**src/rtl/edac_pkg.sv**
```systemverilog
// Shared types and constants for the debounced edge alert block.
`default_nettype none

package edac_pkg;

  localparam int unsigned MAX_LANES = 8;
  localparam int unsigned CH_W      = 3;
  localparam int unsigned MASK_W    = 8;
  localparam int unsigned TIME_W    = 32;
  localparam int unsigned CFG_W     = 32;
  localparam int unsigned CFG_IDX_W = 2;

  localparam logic [TIME_W-1:0] DEBOUNCE_RESET = 32'd50;
  localparam logic [TIME_W-1:0] COOLDOWN_RESET = 32'd60000;

  localparam logic [CFG_IDX_W-1:0] REG_TRIGGER  = 2'd0;
  localparam logic [CFG_IDX_W-1:0] REG_NOTIFY   = 2'd1;
  localparam logic [CFG_IDX_W-1:0] REG_DEBOUNCE = 2'd2;
  localparam logic [CFG_IDX_W-1:0] REG_COOLDOWN = 2'd3;

  // controller to datapath
  typedef struct packed {
    logic            load;
    logic            commit;
    logic [CH_W-1:0] idx;
    logic            emit;
    logic            emit_last;
  } edac_cmd_t;

  // datapath to controller
  typedef struct packed {
    logic alert;
    logic hold_valid;
    logic out_free;
  } edac_sts_t;

endpackage

`default_nettype wire

```
**src/rtl/edac_ctrl.sv**
```systemverilog
// Scan sequencer: walks the channels of one item and schedules alert output.
`default_nettype none

module edac_ctrl import edac_pkg::*; #(
  parameter int unsigned LANES = 8
) (
  input  wire logic      clk,
  input  wire logic      rst_n,
  input  wire logic      in_valid,
  output logic           in_ready,
  input  wire edac_sts_t sts,
  output edac_cmd_t      cmd
);

  localparam int unsigned LANE_W = (LANES > 1) ? $clog2(LANES) : 1;
  localparam logic [LANE_W-1:0] LAST_IDX = LANE_W'(LANES - 1);

  typedef enum logic [2:0] {
    S_IDLE  = 3'b001,
    S_SCAN  = 3'b010,
    S_FLUSH = 3'b100
  } state_t;

  state_t            state_r, state_nxt;
  logic [LANE_W-1:0] idx_r, idx_nxt;
  logic              stall;

  assign in_ready = (state_r == S_IDLE);
  // a new alert would push out the held one, so the output register must be free
  assign stall = sts.alert && sts.hold_valid && !sts.out_free;

  always_comb begin
    state_nxt     = state_r;
    idx_nxt       = idx_r;
    cmd           = '0;
    cmd.idx       = CH_W'(idx_r);
    case (state_r)
      S_IDLE: begin
        if (in_valid) begin
          cmd.load  = 1'b1;
          idx_nxt   = '0;
          state_nxt = S_SCAN;
        end
      end
      S_SCAN: begin
        if (!stall) begin
          cmd.commit = 1'b1;
          cmd.emit   = sts.alert && sts.hold_valid;
          if (idx_r == LAST_IDX) begin
            state_nxt = S_FLUSH;
          end else begin
            idx_nxt = idx_r + 1'b1;
          end
        end
      end
      S_FLUSH: begin
        if (!sts.hold_valid) begin
          state_nxt = S_IDLE;
        end else if (sts.out_free) begin
          cmd.emit      = 1'b1;
          cmd.emit_last = 1'b1;
          state_nxt     = S_IDLE;
        end
      end
      default: begin
        state_nxt = S_IDLE;
      end
    endcase
  end

  always_ff @(posedge clk) begin
    if (!rst_n) begin
      state_r <= S_IDLE;
      idx_r   <= '0;
    end else begin
      state_r <= state_nxt;
      idx_r   <= idx_nxt;
    end
  end

  a_scan_ends_in_flush: assert property (@(posedge clk) disable iff (!rst_n)
    (state_r == S_SCAN && idx_r == LAST_IDX && cmd.commit) |=> (state_r == S_FLUSH))
    else $error("scan did not move to flush after the last channel");

  a_emit_needs_room: assert property (@(posedge clk) disable iff (!rst_n)
    cmd.emit |-> sts.out_free)
    else $error("emit while the output register is occupied");

  a_idx_in_range: assert property (@(posedge clk) disable iff (!rst_n)
    (state_r == S_SCAN) |-> (idx_r <= LAST_IDX))
    else $error("channel index beyond lane count");

endmodule

`default_nettype wire

```
**config.mk**
```make
export PLATFORM = sky130hd
export DESIGN_NAME = edac_ctrl
export DESIGN_NICKNAME = d
export VERILOG_FILES = /design/src/rtl/edac_pkg.sv /design/src/rtl/edac_ctrl.sv
export SDC_FILE = /design/constraint.sdc
export NUM_CORES = 1
export LEC_CHECK = 0
export BUFFER_PORTS_ARGS = -buffer_cell sky130_fd_sc_hd__clkbuf_2
export CORE_UTILIZATION = 26
export DETAILED_ROUTE_END_ITERATION = 10
export MAX_ROUTING_LAYER = met4
export PLACE_DENSITY = 0.53
export SLEW_MARGIN = 20
export SYNTH_ARGS = -nofsm -noshare
export SYNTH_HDL_FRONTEND = slang
export SYNTH_SLANG_ARGS = --single-unit
```
**constraint.sdc**
```tcl
create_clock -name clk -period 1.6 [get_ports clk]
set_clock_uncertainty 0.05 [all_clocks]
set_input_delay 0.08 -clock clk [delete_from_list [all_inputs] [get_ports clk]]
set_output_delay 0.08 -clock clk [all_outputs]
set_load 0.1 [all_outputs]
```
==> impl_metrics.py <==
metrics = {
    "sta": {
        "slew-limit-headroom": 0.638,
        "min_period_over_period": 0.946,
        "rsz0062_at_grt": "false",
        "setup_violations": 0,
        "worstMarginPinSlew_ns": 0.545,
        "hold_viol": 0,
        "drv_slew": 0,
        "hold_ws_ns": 0.0893,
        "finalCriticalPeriod_ns": 1.51,
        "max_clock_freq_ghz": 0.661,
    },
    "grt": {
        "grt_max_degree": 11,
        "grt_usage": 0.118,
        "grt_pass1_wl_um": 1520,
        "antenna_found_initial": 0,
        "grt_overflow": 0,
        "grt_pass1_vias": 354,
    },
    "status": {
        "status": "completed",
    },
    "routing": {
        "drt-total-wl_um": 896,
        "routed_via_density": 5.00,
        "drtIter0Drc": 2,
        "wl_per_cell_um": 12.1,
        "dr.pass1.iters": 2,
        "detail-route-antenna-nets": 0,
        "vias": 370,
        "drc": 0,
    },
    "finish": {
        "drive_gt1_frac": 0.678,
        "final_cell_mix": "clkbuf_2 (8), buf_4 (5), nand2_1 (4), mux2i_1 (4), buf_12 (4)",
        "layout.nets": 68,
        "final_common_cell": "clkbuf_2",
        "syn2layout_area_growth_pct": 69.0,
        "fillers": 142,
        "antennaDiodeCount": 0,
        "design_area_um2": 683,
    },
    "clocking": {
        "clk_pin_slew_worst_paths_ns": 0.05,
        "root_buffer": "clkbuf_4",
        "numCtsBuffers": 3,
        "holdBufCountCts": 0,
        "h-tree-depth": 1,
        "clockBufferDepth": 2,
        "clk_latency_ns": 0.25,
        "tritoncts": "built",
        "cts_sinks": 6,
        "cts_setup_buffers": 0,
    },
    "synth": {
        "synth.area.top_cells": "dfxtp_1 (30%), mux2i_1 (9.9%), ha_1 (6.2%)",
        "ys_seq_elements": 6,
        "ys_seq_area_frac": 0.297,
        "synthCells": 40,
        "syn_area_per_cell_um2": 10.1,
        "synth.cell_area_um2": 404,
        "yosys.area.top_type": "dfxtp_1",
        "netlist.area_leader.share": 0.297,
        "synthDistinctLibCells": 23,
        "syn_nets": 48,
        "ys_warn_count": 0,
    },
    "die": {
        "die_x_um": 41.4,
        "core_um2": 1370,
        "die-area_um2": 1720,
        "io_pins": 14,
        "rows": 13,
        "start_util": 0.296,
        "die_h_um": 41.4,
    },
    "setup_path": {
        "startpoint_type": "flip-flop",
        "cp_data_arrival_time_ns": 1.64,
        "path_max_fanout": 3,
        "critical_path_class": "reg2reg",
        "critPathRequiredTime_ns": 1.72,
        "worst_setup_path_end_kind": "flip-flop",
    },
    "place": {
        "portBuffers": 13,
        "dp_hpwl_um": 716,
        "gp_congestion": 0.737,
        "dpl_cell_area_um2": 637,
    },
    "pwr": {
        "p_leak_nw": 0.272,
        "peakVddDrop_mv": 0.285,
        "cellPowerDensity_nw_per_um2": 792,
    },
    "hold_path": {
        "min_path_type": "in2reg",
    },
    "flow_run": {
        "maxCapViolations": 0,
    },
}
-- synthesized netlist by cell type --
library cell and instances:
dfxtp_1 6, nand2_1 5, mux2i_1 4, nand3_1 3, ha_1 2, nand3b_1 2, nor3b_1 2, a21oi_2 1
a41o_1 1, and2_1 1, and4bb_2 1, buf_1 1, buf_6 1, nand2b_1 1, nor2_1 1, nor4b_1 1
nor4b_2 1, o22ai_4 1, o311ai_0 1, o31a_1 1, or3b_2 1, or3b_4 1, or4bb_1 1
-- critical path, cell delays in order, from the launching register on --
cell	delay, ns
dfxtp_4	0.35
ha_4	0.15
ha_2	0.17
or3b_4	0.37
a21oi_2	0.18
mux2i_1	0.18
-- metal layers --
layer / vias up / track usage / wire [um]
li1: 191 / - / -
met1: 174 / 0.157 / 441
met2: 5 / 0.159 / 424
met3: 0 / 0.0522 / 30
met4: 0 / 0.0387 / 0
met5: - / - / 0
-- area by class of cell --
cell class / instances / area (um^2) / area share
repair buffers: 17 / 158 / 0.231
multi-input cells: 32 / 345 / 0.505
well taps: 15 / 18.8 / 0.0275
flip-flops and latches: 6 / 135 / 0.198
clock buffers: 4 / 26.3 / 0.0385
-- worst paths after layout --
kind,from,endpoint,slack (ns),depth (start not counted)
setup / recovery,idx_r[1],state_r[2],0.09,5
hold / removal,rst_n,state_r[0],0.09,2
setup reg to reg,idx_r[1],state_r[2],0.09,5
hold reg to reg,idx_r[2],idx_r[2],0.42,2
-- registers in the layout (all words and copies together) (netlist names) --
name     count
idx_r        3
state_r      3
-- timing repair --
action / 4_1_cts / 5_1_grt
setup endpoints to repair: 4 / 4
gates resized for setup: 2 / 4
pin swaps: 1 / 1
-- metrics by stage --
| stage | worst slack [ns] | utilization | total power, mW | setup TNS, ns | std cells |
|---|---|---|---|---|---|
| after floorplan | -0.515 | - | 0.324 | -0.920 | 40 |
| final | 0.0863 | 0.500 | 0.541 | 0 | 74 |
| after global placement | 0.00334 | 0.466 | 0.384 | 0 | 70 |
| after global routing | 0.0179 | 0.500 | 0.575 | 0 | 74 |
| after CTS | 0.00520 | 0.491 | 0.549 | 0 | 74 |
| after detailed placement | -0.0170 | 0.466 | 0.383 | -0.0170 | 70 |
-- power by group --
part	total [mW]	internal, mW	switching (mW)
combinational	0.207	0.0811	0.126
sequential	0.177	0.155	0.0216
clock	0.157	0.0950	0.0621
total	0.541	0.331	0.210
-- cell families (layout without fill, tap and decap cells) --
logic type               Yosys count  count (layout)  share of synthesized area
buffers and inverters              2              21                     0.0371
flip-flops                         6               6                      0.297
adder cells (fa/ha/maj)            2               2                     0.0619
AO/OA/AOI/OAI                      5               5                      0.139
multiplexers                       4               4                     0.0991
AND/OR/NAND/NOR                   21              21                      0.365
Note: power is estimated with default switching activity, not from simulation.
